==> src/rtl/assert_macros.svh <==
// Assertion macros shared by the RTL. Simulation builds get the checks;
// synthesis builds define SYNTH and get empty bodies.
`ifndef ASSERT_MACROS_SVH
`define ASSERT_MACROS_SVH

`ifndef SYNTH

// The consequent must hold in the same cycle as the antecedent.
`define SFM_ASSERT_IMP(name, clk, rst, ante, cons) \
  name: assert property (@(posedge clk) disable iff (rst) (ante) |-> (cons)) \
    else $error("assertion failed");

// The consequent must hold in the cycle after the antecedent.
`define SFM_ASSERT_NXT(name, clk, rst, ante, cons) \
  name: assert property (@(posedge clk) disable iff (rst) (ante) |=> (cons)) \
    else $error("assertion failed");

`else

`define SFM_ASSERT_IMP(name, clk, rst, ante, cons)
`define SFM_ASSERT_NXT(name, clk, rst, ante, cons)

`endif

`endif

==> src/rtl/sfm_pkg.sv <==
package sfm_pkg;

  // Defaults for the top-level parameters.
  localparam int unsigned PATTERN_MAX_DEFAULT   = 16;
  localparam int unsigned POSITION_BITS_DEFAULT = 16;

  // Fixed field widths of the channels and the configuration port.
  localparam int unsigned TEXT_BYTE_W      = 8;
  localparam int unsigned POSITION_W       = 16;
  localparam int unsigned PATTERN_LENGTH_W = 5;
  localparam int unsigned CFG_DATA_W       = 64;
  localparam int unsigned CFG_INDEX_W      = 2;

  // Number of pattern bytes held by the two pattern registers.
  localparam int unsigned PATTERN_REG_BYTES = 16;

  typedef enum logic [CFG_INDEX_W-1:0] {
    REG_PATTERN_LOW    = 2'd0,
    REG_PATTERN_HIGH   = 2'd1,
    REG_PATTERN_LENGTH = 2'd2
  } cfg_reg_t;

endpackage

==> src/rtl/sfm_text_if.sv <==
interface sfm_text_if;
  import sfm_pkg::*;

  logic                   valid;
  logic                   ready;
  logic [TEXT_BYTE_W-1:0] text_byte;
  logic                   has_byte;
  logic                   last;

  modport source (output valid, output text_byte, output has_byte, output last,
                  input ready);
  modport sink (input valid, input text_byte, input has_byte, input last,
                output ready);
endinterface

==> src/rtl/sfm_result_if.sv <==
interface sfm_result_if;
  import sfm_pkg::*;

  logic                  valid;
  logic                  ready;
  logic                  found;
  logic [POSITION_W-1:0] position;
  logic                  overflow;

  modport source (output valid, output found, output position, output overflow,
                  input ready);
  modport sink (input valid, input found, input position, input overflow,
                output ready);
endinterface

==> src/rtl/substring_first_match_top.sv <==
// Channel   Role   Handshake     Payload
// text      sink   valid/ready   text_byte[7:0], has_byte, last
// result    source valid/ready   found, position[15:0], overflow
// config    write  write_enable  reg_index[1:0], write_data[63:0]
//
// One text item is taken per cycle unless a last item waits on a held result;
// each passes the input register, its compare against the window happening as
// it leaves. A result is registered as its last item leaves the input register.
// Reset (rst, synchronous, active high) clears the pattern registers and the
// stream state. A held result stalls only a last item, and the input behind it.
`include "assert_macros.svh"

module substring_first_match_top #(
  parameter int unsigned PATTERN_MAX   = sfm_pkg::PATTERN_MAX_DEFAULT,
  parameter int unsigned POSITION_BITS = sfm_pkg::POSITION_BITS_DEFAULT
) (
  input  logic                            clk,
  input  logic                            rst,
  input  logic                            write_enable,
  input  logic [sfm_pkg::CFG_INDEX_W-1:0] reg_index,
  input  logic [sfm_pkg::CFG_DATA_W-1:0]  write_data,
  sfm_text_if.sink                        text,
  sfm_result_if.source                    result
);
  import sfm_pkg::*;

  // Width of an index into the pattern byte array, and that array's size
  // rounded up to a power of two so every index value is in range.
  localparam int unsigned IDX_W     = (PATTERN_MAX > 1) ? $clog2(PATTERN_MAX) : 1;
  localparam int unsigned PAT_SLOTS = 1 << IDX_W;

  // Configuration registers.
  logic [CFG_DATA_W-1:0]       pattern_low;
  logic [CFG_DATA_W-1:0]       pattern_high;
  logic [PATTERN_LENGTH_W-1:0] pattern_length;

  // Input register.
  logic                   in_valid;
  logic [TEXT_BYTE_W-1:0] in_byte;
  logic                   in_has;
  logic                   in_last;

  // Stream state. Entry 0 of the window is the newest byte.
  logic [TEXT_BYTE_W-1:0]   window [PATTERN_MAX];
  logic [TEXT_BYTE_W-1:0]   window_next [PATTERN_MAX];
  logic [POSITION_BITS-1:0] text_count, text_count_next;
  logic                     match_seen, match_seen_next;
  logic [POSITION_BITS-1:0] match_start, match_start_next;
  logic                     too_long, too_long_next;

  // Result register.
  logic                  res_valid;
  logic                  res_found;
  logic [POSITION_W-1:0] res_position;
  logic                  res_overflow;

  // Combinational helpers.
  logic [TEXT_BYTE_W-1:0]          pat_byte [PAT_SLOTS];
  logic [TEXT_BYTE_W-1:0]          window_shift [PATTERN_MAX];
  logic [POSITION_BITS-1:0]        count_inc;
  logic                            count_full;
  logic                            len_ok;
  logic                            hit;
  logic                            out_space;
  logic                            proc_fire;
  logic                            res_load;
  logic                            found_now;
  logic                            overflow_now;
  logic [POSITION_BITS+POSITION_W-1:0] start_ext;

  // The pattern registers provide sixteen bytes; any further slots read zero.
  always_comb begin
    for (int k = 0; k < PAT_SLOTS; k++) begin
      if (k < 8) begin
        pat_byte[k] = pattern_low[8*k +: 8];
      end else if (k < PATTERN_REG_BYTES) begin
        pat_byte[k] = pattern_high[8*(k-8) +: 8];
      end else begin
        pat_byte[k] = '0;
      end
    end
  end

  // Window as it stands after the byte in the input register moves in.
  always_comb begin
    window_shift[0] = in_byte;
    for (int j = 1; j < PATTERN_MAX; j++) begin
      window_shift[j] = window[j-1];
    end
  end

  assign count_full = &text_count;
  assign count_inc  = text_count + POSITION_BITS'(1);
  assign len_ok     = (pattern_length != '0) && (32'(pattern_length) <= PATTERN_MAX);

  // Parallel compare: window entry j holds the byte that pattern byte
  // length-1-j must equal. Entries at or beyond the length do not take part.
  always_comb begin
    hit = len_ok && (32'(count_inc) >= 32'(pattern_length));
    for (int j = 0; j < PATTERN_MAX; j++) begin
      if (32'(j) < 32'(pattern_length)) begin
        if (window_shift[j] !=
            pat_byte[IDX_W'(32'(pattern_length) - 32'(j) - 32'd1)]) begin
          hit = 1'b0;
        end
      end
    end
  end

  // An item without last never waits for the result register; one with last
  // needs room there for its result.
  assign out_space  = !res_valid || result.ready;
  assign proc_fire  = in_valid && (!in_last || out_space);
  assign res_load   = proc_fire && in_last;
  assign text.ready = !in_valid || proc_fire;

  always_comb begin
    window_next      = window;
    text_count_next  = text_count;
    match_seen_next  = match_seen;
    match_start_next = match_start;
    too_long_next    = too_long;

    if (proc_fire && in_has) begin
      if (count_full) begin
        // The text has reached its maximum length; the byte is dropped.
        too_long_next = 1'b1;
      end else begin
        window_next     = window_shift;
        text_count_next = count_inc;
        if (!match_seen && hit) begin
          match_seen_next  = 1'b1;
          match_start_next = count_inc - POSITION_BITS'(pattern_length);
        end
      end
    end

    // An empty pattern always matches at the start of the text. When nothing
    // matched, match_start is still zero.
    found_now    = (pattern_length == '0) || match_seen_next;
    start_ext    = {{POSITION_W{1'b0}}, match_start_next};
    // The overflow flag of the finishing text, taken before it is cleared.
    overflow_now = too_long_next;

    if (res_load) begin
      for (int j = 0; j < PATTERN_MAX; j++) begin
        window_next[j] = '0;
      end
      text_count_next  = '0;
      match_seen_next  = 1'b0;
      match_start_next = '0;
      too_long_next    = 1'b0;
    end
  end

  always_ff @(posedge clk) begin
    if (rst) begin
      pattern_low    <= '0;
      pattern_high   <= '0;
      pattern_length <= '0;
    end else if (write_enable) begin
      case (reg_index)
        REG_PATTERN_LOW:    pattern_low    <= write_data;
        REG_PATTERN_HIGH:   pattern_high   <= write_data;
        REG_PATTERN_LENGTH: pattern_length <= write_data[PATTERN_LENGTH_W-1:0];
        default: ;
      endcase
    end
  end

  always_ff @(posedge clk) begin
    if (rst) begin
      in_valid <= 1'b0;
    end else if (text.valid && text.ready) begin
      in_valid <= 1'b1;
    end else if (proc_fire) begin
      in_valid <= 1'b0;
    end
  end

  always_ff @(posedge clk) begin
    if (text.valid && text.ready) begin
      in_byte <= text.text_byte;
      in_has  <= text.has_byte;
      in_last <= text.last;
    end
  end

  always_ff @(posedge clk) begin
    if (rst) begin
      for (int j = 0; j < PATTERN_MAX; j++) begin
        window[j] <= '0;
      end
      text_count  <= '0;
      match_seen  <= 1'b0;
      match_start <= '0;
      too_long    <= 1'b0;
    end else begin
      window      <= window_next;
      text_count  <= text_count_next;
      match_seen  <= match_seen_next;
      match_start <= match_start_next;
      too_long    <= too_long_next;
    end
  end

  always_ff @(posedge clk) begin
    if (rst) begin
      res_valid <= 1'b0;
    end else if (res_load) begin
      res_valid <= 1'b1;
    end else if (result.ready) begin
      res_valid <= 1'b0;
    end
  end

  always_ff @(posedge clk) begin
    if (res_load) begin
      res_found    <= found_now;
      res_position <= start_ext[POSITION_W-1:0];
      res_overflow <= overflow_now;
    end
  end

  assign result.valid    = res_valid;
  assign result.found    = res_found;
  assign result.position = res_position;
  assign result.overflow = res_overflow;

  // Finishing a text leaves the stream state clean for the next one.
  `SFM_ASSERT_NXT(a_clear_after_last, clk, rst, res_load, (text_count == '0) && !match_seen && !too_long)
  // A recorded match starts before the end of the bytes counted so far.
  `SFM_ASSERT_IMP(a_start_in_text, clk, rst, match_seen, match_start < text_count)
  // Bytes are only dropped once the count has saturated.
  `SFM_ASSERT_IMP(a_overflow_saturated, clk, rst, too_long, count_full)
  // A waiting item in the input register stays there until it is processed.
  `SFM_ASSERT_NXT(a_input_held, clk, rst, in_valid && !proc_fire, in_valid)

endmodule
==> src/flat_wrapper.sv <==
// flat-port wrapper written by rule: the top's interface ports become plain ports
module substring_first_match_top_flat import sfm_pkg::*;
#(
  parameter int unsigned PATTERN_MAX   = sfm_pkg::PATTERN_MAX_DEFAULT,
  parameter int unsigned POSITION_BITS = sfm_pkg::POSITION_BITS_DEFAULT
)
  (clk, rst, write_enable, reg_index, write_data, text_valid, text_text_byte, text_has_byte, text_last, text_ready, result_valid, result_found, result_position, result_overflow, result_ready);
  sfm_text_if text_i ();
  sfm_result_if result_i ();
  input  logic clk;
  input  logic rst;
  input  logic write_enable;
  input  logic [sfm_pkg::CFG_INDEX_W-1:0] reg_index;
  input  logic [sfm_pkg::CFG_DATA_W-1:0] write_data;
  input wire logic [$bits(text_i.valid)-1:0] text_valid;
  input wire logic [$bits(text_i.text_byte)-1:0] text_text_byte;
  input wire logic [$bits(text_i.has_byte)-1:0] text_has_byte;
  input wire logic [$bits(text_i.last)-1:0] text_last;
  output wire logic [$bits(text_i.ready)-1:0] text_ready;
  output wire logic [$bits(result_i.valid)-1:0] result_valid;
  output wire logic [$bits(result_i.found)-1:0] result_found;
  output wire logic [$bits(result_i.position)-1:0] result_position;
  output wire logic [$bits(result_i.overflow)-1:0] result_overflow;
  input wire logic [$bits(result_i.ready)-1:0] result_ready;
  assign text_i.valid = text_valid;
  assign text_i.text_byte = text_text_byte;
  assign text_i.has_byte = text_has_byte;
  assign text_i.last = text_last;
  assign text_ready = text_i.ready;
  assign result_valid = result_i.valid;
  assign result_found = result_i.found;
  assign result_position = result_i.position;
  assign result_overflow = result_i.overflow;
  assign result_i.ready = result_ready;
  substring_first_match_top #(.PATTERN_MAX(PATTERN_MAX), .POSITION_BITS(POSITION_BITS)) u_core (.clk(clk), .rst(rst), .write_enable(write_enable), .reg_index(reg_index), .write_data(write_data), .text(text_i), .result(result_i));
endmodule
==> config.mk <==
export PLATFORM = sky130hd
export DESIGN_NAME = substring_first_match_top_flat
export DESIGN_NICKNAME = d
export VERILOG_FILES = /design/src/rtl/sfm_pkg.sv /design/src/rtl/sfm_text_if.sv /design/src/rtl/sfm_result_if.sv /design/src/rtl/substring_first_match_top.sv /design/src/flat_wrapper.sv
export VERILOG_INCLUDE_DIRS = /design/src /design/src/rtl
export SDC_FILE = /design/constraint.sdc
export NUM_CORES = 1
export LEC_CHECK = 0
export BUFFER_PORTS_ARGS = -buffer_cell sky130_fd_sc_hd__buf_2
export CAP_MARGIN = 20
export CELL_PAD_IN_SITES_DETAIL_PLACEMENT = 1
export CELL_PAD_IN_SITES_GLOBAL_PLACEMENT = 2
export CORE_MARGIN = 8
export CORE_UTILIZATION = 44
export DETAILED_ROUTE_END_ITERATION = 8
export PLACE_DENSITY_LB_ADDON = 0.1
export SETUP_SLACK_MARGIN = 0.15
export SKIP_CTS_REPAIR_TIMING = 1
export SLEW_MARGIN = 20
export SYNTH_ARGS = -nofsm -noshare
export SYNTH_HDL_FRONTEND = slang
export SYNTH_SLANG_ARGS = --single-unit
==> constraint.sdc <==
create_clock -name clk -period 13.6 [get_ports clk]
set_input_delay 0.68 -clock clk [delete_from_list [all_inputs] [get_ports clk]]
set_output_delay 0.68 -clock clk [all_outputs]
set_load 0.01 [all_outputs]
==> impl_metrics.py <==
metrics = {
    "pwr": {
        "p_leak_uw": 0.00853,
        "irDropWorstVdd_mv": 0.0797,
        "p_per_area_nw_per_um2": 95.9,
    },
    "synthesis": {
        "synthMuxAreaShare_pct": 31.6,
        "synth_compound_area_share_pct": 10.7,
        "synth-seq-area-share_pct": 27.7,
        "synthCells": 2589,
        "synth_top_family_by_area": "multiplexers",
        "synth_top_area_share_pct": 24.2,
        "ys_seq_elements": 317,
        "ys_types": 83,
        "synth-main-ff-cell": "dfxtp_1",
        "synthTopCellsByCount": "nand2_1 (588), a21oi_1 (300), dfxtp_1 (289)",
        "synth_area_leaders": "dfxtp_1 (24%), mux4_2 (18%), mux2i_1 (10%)",
        "synth_edf_count": 28,
        "netlist_area_um2": 23900,
        "yosys.area_share.xor_xnor_pct": 7.25,
        "yosys.area.top_type": "dfxtp_1",
        "synth_most_common_cell": "nand2_1",
        "syn_nets": 2686,
        "synth-adder-area-share_pct": 0.869,
        "yosys_warnings": 0,
        "synth.avg_cell_area_um2": 9.23,
        "yosys.area_share.simple_pct": 16.6,
        "ys_async_sr_fraction_pct": 0,
    },
    "die": {
        "coreArea_um2": 53800,
        "die_w_um": 249,
        "num_rows": 85,
        "num_io_pins": 101,
        "initial_utilization_pct": 44.4,
        "dieArea_um2": 62000,
        "die_y_um": 249,
    },
    "setup_path": {
        "critPathBufInv": 3,
        "cp_top_family": "buffers and inverters",
        "worstPathMaxFanout": 67,
        "worstPathArrival_ns": 7.63,
        "endpoint_kind": "register",
        "required_ns": 13.90,
        "slowest_stage": "buf_4",
        "crit_path_frequent_cell": "buf_4",
        "cp-start-kind": "register",
        "cp_slowest_stage_delay_ns": 0.91,
        "worstPathCellList": "inv_2, ha_4, buf_4, buf_4, mux2_1, nor3_2, o41ai_1, and3_1, o211ai_1, nor4_1, a41o_1, o211ai_2, nor3_4, mux2_2",
        "crit_type": "reg2reg",
    },
    "clock_tree": {
        "clock_latency_ns": 0.55,
        "cts.sinks": 317,
        "cts_max_level": 2,
        "clock-root-buffer": "clkbuf_16",
        "tritoncts": "yes",
        "clk_pin_slew_ns": 0.07,
        "cts_buffers": 37,
        "clock_path_buffers": 3,
    },
    "layout": {
        "multiInputGateArea_um2": 16200,
        "fill_cells": 6114,
        "area_growth_syn_to_layout_pct": 7.47,
        "num_antenna_cells": 0,
        "drive_gt1_share_pct": 18.8,
        "layout.area.seq_um2": 6640,
        "nNetsFinal": 2645,
    },
    "sta": {
        "final.setup.tns_ns": 0,
        "setup_slack_ns": 6.27,
        "rsz0062_at_grt": "no",
        "worst_pin_slew_ns": 1.21,
        "relSlewSlack_pct": 19.1,
        "slew_viol_final": 0,
        "min_period_ns": 7.33,
        "max_freq_ghz": 0.136,
        "setup_viol_count_final": 0,
        "hold_violations": 0,
        "fin_crit_sh_pct": 53.9,
        "skew_ns": 0.0143,
    },
    "route": {
        "drt-vias-per-instance": 6.51,
        "drcViolationCount": 0,
        "routed_wl_mm": 98.9,
        "post_drt_wl_per_cell_um": 30.2,
        "drt_iter0_drc": 2232,
        "firstDrtPassIters": 5,
        "final_antenna_net_count": 0,
        "routed-via-count": 21300,
    },
    "place": {
        "place_congestion": 0.982,
        "port_buffers": 100,
        "dp_slack_ns": 6.40,
        "dp_hpwl_mm": 73.6,
    },
    "global_routing": {
        "grt_pass1_vias": 21000,
        "antenna_found_initial": 0,
        "gr-total-overflow": 0,
        "grt_max_degree": 100,
        "grt_pass1_wl_mm": 145,
        "grt_usage_pct": 30.9,
    },
    "flow_run": {
        "maxCapViolCount": 0,
    },
    "outcome": {
        "status": "finished, final reports clean",
    },
    "hold_path": {
        "hold_class": "in2reg",
    },
}
==> per-stage QoR <==
step / instances / area, um^2 / hold slack [ns] / power (uW) / utilization [%]
floorplan: 2589 / 23900 / 0.432 / 1330 / -
global placement: 3205 / 24500 / 0.442 / 1470 / 45.5
detailed placement: 3205 / 24500 / 0.459 / 1480 / 45.6
CTS: 3270 / 25700 / 0.274 / 2480 / 47.7
global route: 3270 / 25700 / 0.284 / 2540 / 47.7
finish: 3270 / 25700 / 0.301 / 2460 / 47.7
==> final timing paths <==
check / startpoint / to / slack (ns) / depth (start not counted)
max: u_core.pattern_length[1] / u_core.result.position[1] / 6.27 / 14
min: text_text_byte[5] / u_core.in_byte[5] / 0.30 / 1
max reg2reg: u_core.pattern_length[1] / u_core.result.position[1] / 6.27 / 14
min reg2reg: u_core.match_start[0] / u_core.match_start[0] / 0.47 / 2
==> layout make-up <==
class | instances | share of cell area (%)
clock buffers | 52 | 3.94
well taps | 696 | 3.39
repair buffers | 136 | 3.01
multi-input cells | 2039 | 63.0
flip-flops and latches | 317 | 25.8
clock inverters | 13 | 0.580
inverters | 17 | 0.258
==> placed cells by master, fill, tap and decap left out, types with 9 or more instances in the layout <==
cell	netlist	layout
a31oi_1	11	9
nor4_1	14	14
nand3_1	55	55
o21ai_0	26	26
xor2_1	79	76
and2_1	17	17
mux2i_1	247	247
a211oi_1	16	16
a22oi_1	11	11
nor3_1	40	40
dfxtp_1	289	285
nand4_1	34	34
ha_1	15	12
mux2_2	43	43
edfxtp_1	28	28
clkbuf_1	113	12
nor2_1	51	50
inv_1	12	12
nand2_1	588	587
mux4_2	195	195
nor2b_1	18	18
clkbuf_16	0	37
buf_4	19	37
or3_1	16	16
a21oi_1	300	300
o31ai_1	17	17
xnor2_1	110	105
and3_1	19	19
buf_2	47	99
==> registers in the layout, indices dropped and copies added (netlist names), 5 cells and up <==
name / flops
u_core.match_start: 16
u_core.window: 120
u_core.text_count: 16
u_core.pattern_high: 64
u_core.pattern_low: 64
u_core.in_byte: 8
u_core.pattern_length: 5
u_core.result.position: 16
==> logic make-up after synthesis <==
group | Yosys count
xor+xnor | 193
buf+inv | 233
simple gates | 892
compound gates | 440
mux | 498
flops | 317
fa+ha+maj | 16
==> layer usage <==
| layer | up-vias | global-route usage, % | part of all wire, % |
|---|---|---|---|
| li1 | 9334 | - | - |
| met4 | 0 | 12.1 | 4.5 |
| met1 | 10900 | 42.0 | 42 |
| met5 | - | 0 | 0 |
| met2 | 912 | 47.9 | 44 |
| met3 | 176 | 6.39 | 8.6 |
==> power breakdown <==
part	switching, uW	internal [uW]
logic	288	175
registers	47.6	960
clock network	414	577
total	750	1710
Power figures use the tool's default switching activity.
